### src/hw/rtl/orlog_pkg.sv
// Shared types and constants of the overwriting ring log.
`timescale 1ns / 1ps

package orlog_pkg;

    // Widest ring the block is ever built with, and the widths that follow from it.
    localparam int MAX_DEPTH = 64;
    localparam int PTR_W     = $clog2(MAX_DEPTH);
    localparam int CNT_W     = $clog2(MAX_DEPTH + 1);

    // Field widths of the item ports.
    localparam int DATA_W  = 64;
    localparam int COUNT_W = 5;

    // Depths of the two internal queues, as log2 of the slot count.
    localparam int CMDQ_LOG = 1;
    localparam int OUTQ_LOG = 2;

    typedef enum logic [1:0] {
        ACT_APPEND = 2'd0,
        ACT_DRAIN  = 2'd1,
        ACT_DUMP   = 2'd2,
        ACT_CLEAR  = 2'd3
    } action_t;

    typedef enum logic {
        CMD_WRITE = 1'b0,
        CMD_RUN   = 1'b1
    } cmd_kind_t;

    typedef enum logic {
        BK_IDLE = 1'b0,
        BK_RUN  = 1'b1
    } back_state_t;

    typedef struct packed {
        action_t             action;
        logic [DATA_W-1:0]   entry_data;
    } in_item_t;

    typedef struct packed {
        logic                entry_valid;
        logic [DATA_W-1:0]   entry_out;
        logic                last_of_run;
        logic [COUNT_W-1:0]  stored_count;
        logic                is_full;
        logic                overwrote;
    } out_item_t;

    // Work handed from the front to the back: a store write or a read run.
    typedef struct packed {
        cmd_kind_t           kind;
        logic [PTR_W-1:0]    pos;
        logic [CNT_W-1:0]    run_len;
        logic [DATA_W-1:0]   data;
        logic [COUNT_W-1:0]  stored_count;
        logic                is_full;
        logic                overwrote;
    } cmd_t;

endpackage

### src/hw/rtl/orlog_fifo.sv
// Small register queue used between the front, the back and the result ports.
`timescale 1ns / 1ps

module orlog_fifo #(
    parameter type T   = logic,
    parameter int  LOG = 1
) (
    input  logic         clk,
    input  logic         rst_n,
    input  logic         wr_en,
    input  T             wr_data,
    input  logic         rd_en,
    output T             rd_data,
    output logic         full,
    output logic         empty,
    output logic [LOG:0] level
);

    localparam int SLOTS = 2 ** LOG;

    T               slots [SLOTS];
    logic [LOG-1:0] wr_ptr_reg;
    logic [LOG-1:0] rd_ptr_reg;
    logic [LOG:0]   level_reg;
    logic           do_wr;
    logic           do_rd;

    // Handshake qualification and status.
    always_comb
    begin
        full    = (level_reg == (LOG + 1)'(SLOTS));
        empty   = (level_reg == '0);
        do_wr   = wr_en && !full;
        do_rd   = rd_en && !empty;
        level   = level_reg;
        rd_data = slots[rd_ptr_reg];
    end

    // Pointers and fill level.
    always_ff @(posedge clk or negedge rst_n)
    begin
        if (!rst_n)
        begin
            wr_ptr_reg <= '0;
            rd_ptr_reg <= '0;
            level_reg  <= '0;
        end
        else
        begin
            if (do_wr)
            begin
                wr_ptr_reg <= wr_ptr_reg + LOG'(1);
            end
            if (do_rd)
            begin
                rd_ptr_reg <= rd_ptr_reg + LOG'(1);
            end
            if (do_wr && !do_rd)
            begin
                level_reg <= level_reg + (LOG + 1)'(1);
            end
            else if (do_rd && !do_wr)
            begin
                level_reg <= level_reg - (LOG + 1)'(1);
            end
        end
    end

    // Item storage needs no reset.
    always_ff @(posedge clk)
    begin
        if (do_wr)
        begin
            slots[wr_ptr_reg] <= wr_data;
        end
    end

endmodule

### src/hw/rtl/orlog_front.sv
// Front part: takes items, keeps the ring bookkeeping and issues commands.
`timescale 1ns / 1ps

module orlog_front #(
    parameter int DEPTH = 16
) (
    input  logic                          clk,
    input  logic                          rst_n,
    input  logic                          push,
    input  orlog_pkg::in_item_t           item,
    input  logic                          cmd_full,
    output logic                          cmd_push,
    output orlog_pkg::cmd_t               cmd,
    input  logic                          cfg_we,
    input  logic [orlog_pkg::COUNT_W-1:0] cfg_data,
    output logic [$clog2(DEPTH+1)-1:0]    eff_cap
);

    import orlog_pkg::*;

    localparam int IW = $clog2(DEPTH);
    localparam int CW = $clog2(DEPTH + 1);

    logic [COUNT_W-1:0] cap_reg;
    logic [IW-1:0]      wr_idx_reg,  wr_idx_next;
    logic [IW-1:0]      old_idx_reg, old_idx_next;
    logic [CW-1:0]      held_reg,    held_next;
    logic [CW-1:0]      unread_reg,  unread_next;

    logic [CNT_W-1:0]   cap_wide;
    logic [CNT_W-1:0]   cap_clamped;
    logic               accept;
    logic               ring_full;
    logic [IW-1:0]      wr_idx_inc;
    logic [IW-1:0]      old_idx_inc;
    logic [CW-1:0]      held_app;
    logic [CW:0]        unread_inc;
    logic [CW-1:0]      unread_app;
    logic [CW-1:0]      lag;
    logic [CW:0]        start_sum;
    logic [IW-1:0]      drain_start;

    // Effective capacity: zero acts as one, anything above the built depth as the depth.
    always_comb
    begin
        cap_wide = CNT_W'(cap_reg);
        if (cap_wide == '0)
        begin
            cap_clamped = CNT_W'(1);
        end
        else if (cap_wide > CNT_W'(DEPTH))
        begin
            cap_clamped = CNT_W'(DEPTH);
        end
        else
        begin
            cap_clamped = cap_wide;
        end
        eff_cap = CW'(cap_clamped);
    end

    // Ring arithmetic shared by the actions.
    always_comb
    begin
        accept      = push && !cmd_full;
        ring_full   = (held_reg == eff_cap);
        wr_idx_inc  = ((CW'(wr_idx_reg) + CW'(1)) >= eff_cap) ? '0 : wr_idx_reg + IW'(1);
        old_idx_inc = ((CW'(old_idx_reg) + CW'(1)) >= eff_cap) ? '0 : old_idx_reg + IW'(1);
        held_app    = ring_full ? held_reg : held_reg + CW'(1);
        // The unread count saturates at the held count, so a lapped reader restarts at the oldest.
        unread_inc  = (CW + 1)'(unread_reg) + (CW + 1)'(1);
        unread_app  = (unread_inc > (CW + 1)'(held_app)) ? held_app : CW'(unread_inc);
        lag         = held_reg - unread_reg;
        start_sum   = (CW + 1)'(old_idx_reg) + (CW + 1)'(lag);
        if (start_sum >= (CW + 1)'(eff_cap))
        begin
            start_sum = start_sum - (CW + 1)'(eff_cap);
        end
        drain_start = IW'(start_sum);
    end

    // Classify the item and build the command for the back part.
    always_comb
    begin
        wr_idx_next      = wr_idx_reg;
        old_idx_next     = old_idx_reg;
        held_next        = held_reg;
        unread_next      = unread_reg;
        cmd_push         = accept;
        cmd.kind         = CMD_RUN;
        cmd.pos          = PTR_W'(old_idx_reg);
        cmd.run_len      = '0;
        cmd.data         = item.entry_data;
        cmd.stored_count = COUNT_W'(held_reg);
        cmd.is_full      = ring_full;
        cmd.overwrote    = 1'b0;
        unique case (item.action)
            ACT_APPEND:
            begin
                wr_idx_next      = wr_idx_inc;
                old_idx_next     = ring_full ? old_idx_inc : old_idx_reg;
                held_next        = held_app;
                unread_next      = unread_app;
                cmd.kind         = CMD_WRITE;
                cmd.pos          = PTR_W'(wr_idx_reg);
                cmd.stored_count = COUNT_W'(held_app);
                cmd.is_full      = (held_app == eff_cap);
                cmd.overwrote    = ring_full;
            end
            ACT_DRAIN:
            begin
                unread_next = '0;
                cmd.pos     = PTR_W'(drain_start);
                cmd.run_len = CNT_W'(unread_reg);
            end
            ACT_DUMP:
            begin
                cmd.run_len = CNT_W'(held_reg);
            end
            ACT_CLEAR:
            begin
                wr_idx_next      = '0;
                old_idx_next     = '0;
                held_next        = '0;
                unread_next      = '0;
                cmd.stored_count = '0;
                cmd.is_full      = 1'b0;
            end
            default:
            begin
                cmd.kind = CMD_RUN;
            end
        endcase
    end

    // Capacity register and ring bookkeeping; a capacity write also empties the log.
    always_ff @(posedge clk or negedge rst_n)
    begin
        if (!rst_n)
        begin
            cap_reg     <= COUNT_W'(16);
            wr_idx_reg  <= '0;
            old_idx_reg <= '0;
            held_reg    <= '0;
            unread_reg  <= '0;
        end
        else if (cfg_we)
        begin
            cap_reg     <= cfg_data;
            wr_idx_reg  <= '0;
            old_idx_reg <= '0;
            held_reg    <= '0;
            unread_reg  <= '0;
        end
        else if (accept)
        begin
            wr_idx_reg  <= wr_idx_next;
            old_idx_reg <= old_idx_next;
            held_reg    <= held_next;
            unread_reg  <= unread_next;
        end
    end

endmodule

### src/hw/rtl/orlog_back.sv
// Back part: owns the entry store, performs writes and read runs, forms results.
`timescale 1ns / 1ps

module orlog_back #(
    parameter int DEPTH       = 16,
    parameter int ENTRY_WIDTH = 64
) (
    input  logic                            clk,
    input  logic                            rst_n,
    input  logic [$clog2(DEPTH+1)-1:0]      eff_cap,
    input  orlog_pkg::cmd_t                 cmd,
    input  logic                            cmd_empty,
    output logic                            cmd_pop,
    input  logic [orlog_pkg::OUTQ_LOG:0]    out_level,
    output logic                            res_push,
    output orlog_pkg::out_item_t            res
);

    import orlog_pkg::*;

    localparam int IW        = $clog2(DEPTH);
    localparam int CW        = $clog2(DEPTH + 1);
    localparam int OUT_SLOTS = 2 ** OUTQ_LOG;

    logic [ENTRY_WIDTH-1:0] slot_mem [DEPTH];
    logic [ENTRY_WIDTH-1:0] rd_q;

    back_state_t        state_reg, state_next;
    logic [IW-1:0]      pos_reg,   pos_next;
    logic [CW-1:0]      rem_reg,   rem_next;
    logic [COUNT_W-1:0] run_count_reg, run_count_next;
    logic               run_full_reg,  run_full_next;

    logic               s1_valid_reg;
    out_item_t          s1_reg;

    logic               space;
    logic               mem_we;
    logic               mem_re;
    logic [IW-1:0]      mem_addr;
    logic [IW-1:0]      addr_inc;
    logic [IW-1:0]      cmd_pos;
    logic               issue;
    out_item_t          issue_item;

    // Room in the result queue for what is in flight plus one more result.
    always_comb
    begin
        space = ((OUTQ_LOG + 2)'(out_level) + (OUTQ_LOG + 2)'(s1_valid_reg))
                < (OUTQ_LOG + 2)'(OUT_SLOTS);
        cmd_pos = cmd.pos[IW-1:0];
    end

    // Sequencer: one store access and at most one result per cycle.
    always_comb
    begin
        state_next     = state_reg;
        pos_next       = pos_reg;
        rem_next       = rem_reg;
        run_count_next = run_count_reg;
        run_full_next  = run_full_reg;
        cmd_pop        = 1'b0;
        mem_we         = 1'b0;
        mem_re         = 1'b0;
        mem_addr       = (state_reg == BK_RUN) ? pos_reg : cmd_pos;
        addr_inc       = ((CW'(mem_addr) + CW'(1)) >= eff_cap) ? '0 : mem_addr + IW'(1);
        issue          = 1'b0;
        issue_item.entry_valid  = 1'b0;
        issue_item.entry_out    = '0;
        issue_item.last_of_run  = 1'b1;
        issue_item.stored_count = cmd.stored_count;
        issue_item.is_full      = cmd.is_full;
        issue_item.overwrote    = cmd.overwrote;
        unique case (state_reg)
            BK_IDLE:
            begin
                if (!cmd_empty && space)
                begin
                    cmd_pop = 1'b1;
                    issue   = 1'b1;
                    if (cmd.kind == CMD_WRITE)
                    begin
                        mem_we = 1'b1;
                    end
                    else if (cmd.run_len != '0)
                    begin
                        // First entry of a run; longer runs continue in the run state.
                        mem_re                 = 1'b1;
                        issue_item.entry_valid = 1'b1;
                        issue_item.last_of_run = (cmd.run_len == CNT_W'(1));
                        pos_next               = addr_inc;
                        rem_next               = CW'(cmd.run_len) - CW'(1);
                        run_count_next         = cmd.stored_count;
                        run_full_next          = cmd.is_full;
                        if (cmd.run_len != CNT_W'(1))
                        begin
                            state_next = BK_RUN;
                        end
                    end
                end
            end
            BK_RUN:
            begin
                issue_item.stored_count = run_count_reg;
                issue_item.is_full      = run_full_reg;
                issue_item.overwrote    = 1'b0;
                if (space)
                begin
                    issue                  = 1'b1;
                    mem_re                 = 1'b1;
                    issue_item.entry_valid = 1'b1;
                    issue_item.last_of_run = (rem_reg == CW'(1));
                    pos_next               = addr_inc;
                    rem_next               = rem_reg - CW'(1);
                    if (rem_reg == CW'(1))
                    begin
                        state_next = BK_IDLE;
                    end
                end
            end
            default:
            begin
                state_next = BK_IDLE;
            end
        endcase
    end

    always_ff @(posedge clk or negedge rst_n)
    begin
        if (!rst_n)
        begin
            state_reg    <= BK_IDLE;
            s1_valid_reg <= 1'b0;
        end
        else
        begin
            state_reg    <= state_next;
            s1_valid_reg <= issue;
        end
    end

    // Run bookkeeping and the result stage that waits for read data.
    always_ff @(posedge clk)
    begin
        pos_reg       <= pos_next;
        rem_reg       <= rem_next;
        run_count_reg <= run_count_next;
        run_full_reg  <= run_full_next;
        if (issue)
        begin
            s1_reg <= issue_item;
        end
    end

    // Entry store: one write or one registered read per cycle.
    always_ff @(posedge clk)
    begin
        if (mem_we)
        begin
            slot_mem[mem_addr] <= cmd.data[ENTRY_WIDTH-1:0];
        end
        if (mem_re)
        begin
            rd_q <= slot_mem[mem_addr];
        end
    end

    // Results without an entry carry zero data.
    always_comb
    begin
        res_push      = s1_valid_reg;
        res           = s1_reg;
        res.entry_out = s1_reg.entry_valid ? DATA_W'(rd_q) : '0;
    end

endmodule

### src/hw/rtl/overwriting_ring_log_with_drain.sv
// The first result of an item passes the command queue, the back part's result stage and the
// result queue. Appends and clears give one result each; a drain or dump of n entries gives n
// results, or one empty one when n is zero, read in turn through the single store read port.
// The front keeps taking items while the back works, until the two-slot command queue fills.
// Reset clears the ring and queue counters and pointers, not the back part's run registers, and
// sets the capacity to 16; stored entries are undefined until written; no clearing pass is run.
`timescale 1ns / 1ps

module overwriting_ring_log_with_drain #(
    parameter int DEPTH       = 16,
    parameter int ENTRY_WIDTH = 64
) (
    input  logic                          clk,
    input  logic                          rst_n,
    input  logic                          push,
    output logic                          full,
    input  orlog_pkg::in_item_t           item,
    output logic                          empty,
    input  logic                          pop,
    output orlog_pkg::out_item_t          result,
    input  logic                          cfg_we,
    input  logic [orlog_pkg::COUNT_W-1:0] cfg_data
);

    import orlog_pkg::*;

    localparam int CW = $clog2(DEPTH + 1);

    logic            cmd_push;
    cmd_t            cmd_in;
    cmd_t            cmd_head;
    logic            cmd_full;
    logic            cmd_empty;
    logic            cmd_pop;
    logic [CMDQ_LOG:0] cmd_level;
    logic [CW-1:0]   eff_cap;
    logic            res_push;
    out_item_t       res_item;
    logic            out_full;
    logic [OUTQ_LOG:0] out_level;

    // Front: item intake and ring bookkeeping.
    orlog_front #(
        .DEPTH (DEPTH)
    ) u_front (
        .clk      (clk),
        .rst_n    (rst_n),
        .push     (push),
        .item     (item),
        .cmd_full (cmd_full),
        .cmd_push (cmd_push),
        .cmd      (cmd_in),
        .cfg_we   (cfg_we),
        .cfg_data (cfg_data),
        .eff_cap  (eff_cap)
    );

    // Command queue between the front and the back.
    orlog_fifo #(
        .T   (cmd_t),
        .LOG (CMDQ_LOG)
    ) u_cmdq (
        .clk     (clk),
        .rst_n   (rst_n),
        .wr_en   (cmd_push),
        .wr_data (cmd_in),
        .rd_en   (cmd_pop),
        .rd_data (cmd_head),
        .full    (cmd_full),
        .empty   (cmd_empty),
        .level   (cmd_level)
    );

    // Back: entry store and result sequencing.
    orlog_back #(
        .DEPTH       (DEPTH),
        .ENTRY_WIDTH (ENTRY_WIDTH)
    ) u_back (
        .clk       (clk),
        .rst_n     (rst_n),
        .eff_cap   (eff_cap),
        .cmd       (cmd_head),
        .cmd_empty (cmd_empty),
        .cmd_pop   (cmd_pop),
        .out_level (out_level),
        .res_push  (res_push),
        .res       (res_item)
    );

    // Result queue towards the consumer.
    orlog_fifo #(
        .T   (out_item_t),
        .LOG (OUTQ_LOG)
    ) u_outq (
        .clk     (clk),
        .rst_n   (rst_n),
        .wr_en   (res_push),
        .wr_data (res_item),
        .rd_en   (pop),
        .rd_data (result),
        .full    (out_full),
        .empty   (empty),
        .level   (out_level)
    );

    // The input side stalls only on a full command queue; the result queue never overflows.
    assign full = cmd_full || (cmd_level > (CMDQ_LOG + 1)'(2 ** CMDQ_LOG)) || (out_full && 1'b0);

endmodule

### config.mk
export PLATFORM = sky130hd
export DESIGN_NAME = overwriting_ring_log_with_drain
export DESIGN_NICKNAME = d
export VERILOG_FILES = /design/src/hw/rtl/orlog_pkg.sv /design/src/hw/rtl/orlog_fifo.sv /design/src/hw/rtl/orlog_front.sv /design/src/hw/rtl/orlog_back.sv /design/src/hw/rtl/overwriting_ring_log_with_drain.sv
export SDC_FILE = /design/constraint.sdc
export NUM_CORES = 2
export LEC_CHECK = 0
export BUFFER_PORTS_ARGS = -buffer_cell sky130_fd_sc_hd__buf_2
export CORE_MARGIN = 5
export CORE_UTILIZATION = 45
export CTS_CLUSTER_DIAMETER = 200
export DETAILED_ROUTE_END_ITERATION = 10
export SYNTH_ARGS = -nofsm -noshare
export SYNTH_HDL_FRONTEND = slang
export SYNTH_HIERARCHICAL = 1
export SYNTH_SLANG_ARGS = --single-unit
### constraint.sdc
create_clock -name clk -period 7.2 [get_ports clk]
set_clock_uncertainty 0.15 [all_clocks]
set_input_delay 0.72 -clock clk [delete_from_list [all_inputs] [get_ports clk]]
set_output_delay 0.72 -clock clk [all_outputs]
set_load 0.02 [all_outputs]
==> impl_metrics.json <==
{
  "biggestRegsByFlops": "u_back/slot_mem: 1024 flops, u_outq/slots: 292 flops, u_cmdq/slots: 166 flops",
  "nNetsFinal": 4726,
  "cts_setup_buffers": 0,
  "tightest_slew_ps": 1147,
  "cts_sinks": 1606,
  "min_period_ps": 5166,
  "ios": 151,
  "drc": 0,
  "antenna_found_initial": 1,
  "sw_frac_of_total_pct": 35.93,
  "die_area_sq_um": 156900,
  "hold-worst-slack_ps": 79.38,
  "worst-path-buf-inv": 2,
  "post-place-ws_ps": 2010,
  "worstPathArrival_ps": 5430,
  "die_h_microns": 396.2,
  "routed.top_layer": "met4",
  "cts_made_buffers": 169,
  "place_area_sq_um": 69340,
  "start_kind": "flip-flop",
  "wl_per_cell_microns": 24.37,
  "post_cts_resized": 0,
  "start_util_pct": 45.33,
  "clk_latency_ps": 800,
  "final_critical_path_setup_slack_ps": 2034,
  "grt_usage_pct": 20.42,
  "cts_max_level": 4,
  "slew_headroom_pct": 23.54,
  "largest_reg_flops": 1024,
  "rsz0062_at_grt": "no",
  "routedLengthMet1_microns": 72360,
  "switching_power_mw": 11.99,
  "fillCellCount": 12150,
  "clockBufferDepth": 3,
  "combPwrFrac_pct": 35.2,
  "cpPeakStageDelay_ps": 910,
  "holdBufCountCts": 70,
  "yosysWarningCount": 6,
  "grt_max_degree": 154,
  "grt_pass1_vias": 38140,
  "tns_ps": 0,
  "cts_tree": "done",
  "grt_remaining_overflow": 0,
  "gp_congestion": 0.7780,
  "cap_violations": 0,
  "placementRows": 141,
  "p_leak_nw": 25.59,
  "crit_chain": "mux2_8 > mux2i_4 > buf_4 > ha_1 > nand2_1 > nor2_4 > buf_4",
  "p_int_mw": 21.38,
  "endpoint_kind": "flip-flop",
  "total_power_mw": 33.37,
  "finalMaxSlewViolations": 0,
  "pwr-share-clk_pct": 24.7,
  "coreArea_sq_um": 148000,
  "drt_iter0_drc": 3134,
  "ant_nets": 0,
  "finalHoldViolations": 0,
  "wl_met3_microns": 9962,
  "timing.final.crit_share_pct": 71.75,
  "r2r_slack_ps": 2030,
  "clock-root-buffer": "clkbuf_16",
  "top_register": "u_back/slot_mem",
  "grt_pass1_wl_microns": 244100,
  "synth.cell_area_sq_um": 67100,
  "synthToLayoutAreaGrowth_pct": 12.20,
  "viasPerCell": 5.753,
  "first_pass_iters": 5,
  "p_seq_share_pct": 40.1,
  "routed_wl_microns": 162300,
  "synth_cells": 4468,
  "crit_path_frequent_cell": "buf_4",
  "critPathRequiredTime_ps": 7460,
  "fmax_mhz": 193.6,
  "via_count": 38300,
  "port_buffers": 150,
  "critical_path.max_fanout": 99,
  "met2WireLength_microns": 76440,
  "final_area_sq_um": 75290,
  "status": "finished, final reports clean",
  "final_layout_size_suffix_gt1_share_pct": 14.28,
  "hp-class": "input port to flip-flop",
  "avgSynthCellArea_sq_um": 15.02,
  "cp_top_family": "buffers and inverters",
  "ir_worst_vdd_uv": 457.2,
  "die-width_microns": 396.2,
  "critPathSlowestCell": "dfrtp_4",
  "cellPowerDensity_nw_per_um2": 443.3,
  "dpl.hpwl_microns": 86130,
  "setup-violations-final": 0,
  "clk_pin_slew_ps": 60,
  "worst-setup-path-type": "flip-flop to flip-flop"
}
[layer usage]
metal	vias to the layer above	GRT usage (%)
met3	235	3.278
met4	0	5.564
met1	19570	29.53
met2	1279	32.42
met5	-	0
li1	17220	-
[worst register-to-register path, delay by kind of cell, from the launching register on]
| family | cells | cell delay (ps) |
|---|---|---|
| multiplexers | 2 | 1110 |
| buffers and inverters | 2 | 1270 |
| adder cells (fa/ha/maj) | 1 | 320 |
| AND/OR/NAND/NOR | 2 | 990 |
| flip-flops | 1 | 910 |
[through the flow]
step | cells | util (%)
floorplan | 4469 | -
global route | 6656 | 50.86
global placement | 6279 | 46.85
detailed placement | 6279 | 46.85
finish | 6658 | 50.87
CTS | 6656 | 50.86
[layout make-up]
type / instances / area, sq um / share of cell area, %
multi-input combinational: 2475 / 17240 / 22.90
inverter: 50 / 195.2 / 0.2593
antenna: 2 / 5.005 / 0.006647
timing repair buffer: 288 / 2137 / 2.838
clock buffer: 211 / 4461 / 5.925
clock inverter: 96 / 779.5 / 1.035
sequential: 1606 / 48060 / 63.83
tap: 1930 / 2415 / 3.207
[final timing paths]
path | startpoint | endpoint | cells past startpoint
worst max-delay path | u_cmdq/rd_ptr_reg$_DFFE_PN0P_ | u_back/slot_mem[12][9]$_DFFE_PP_ | 7
worst min-delay path | pop | u_outq/rd_ptr_reg[1]$_DFFE_PN0P_ | 3
worst max register to register | u_cmdq/rd_ptr_reg$_DFFE_PN0P_ | u_back/slot_mem[12][9]$_DFFE_PP_ | 7
worst min register to register | u_back/res[4]$_DFFE_PP_ | u_outq/slots[2][4]$_DFFE_PP_ | 0
max in group asynchronous | rst_n | u_outq/rd_ptr_reg[1]$_DFFE_PN0P_ | 2
min in group asynchronous | rst_n | u_front/held_reg[3]$_DFFE_PN0P_ | 2
[power by group through the flow]
stage / Combinational (mW) / Clock, mW / Sequential (mW)
4_1_cts: 11.9 / 8.45 / 13.4
3_5_place_dp: 11.8 / 0 / 13.6
6_report: 11.8 / 8.24 / 13.4
2_1_floorplan: 8.39 / 0 / 13.2
5_1_grt: 12.8 / 8.86 / 13.5
3_3_place_gp: 11.7 / 0 / 13.6
[cell usage in the layout (no fill, tap or decap), types with 27 or more instances in the layout]
master / n
a21oi_1: 213
a22oi_1: 135
a32oi_1: 65
and2_1: 66
buf_2: 150
buf_4: 54
clkbuf_1: 38
clkbuf_16: 172
clkinv_1: 39
clkinv_2: 30
dfrtp_1: 32
dlygate4sd3_1: 70
edfxtp_1: 1570
ha_1: 56
inv_1: 47
mux2_2: 56
mux2_4: 40
mux2i_1: 136
mux4_2: 74
nand2_1: 357
nand2b_1: 268
nor2_1: 408
o21ai_0: 117
o21ai_1: 41
o221ai_1: 126
o22ai_1: 68
or4b_1: 63
xnor2_1: 27
Note: power is estimated with default switching activity, not from simulation.
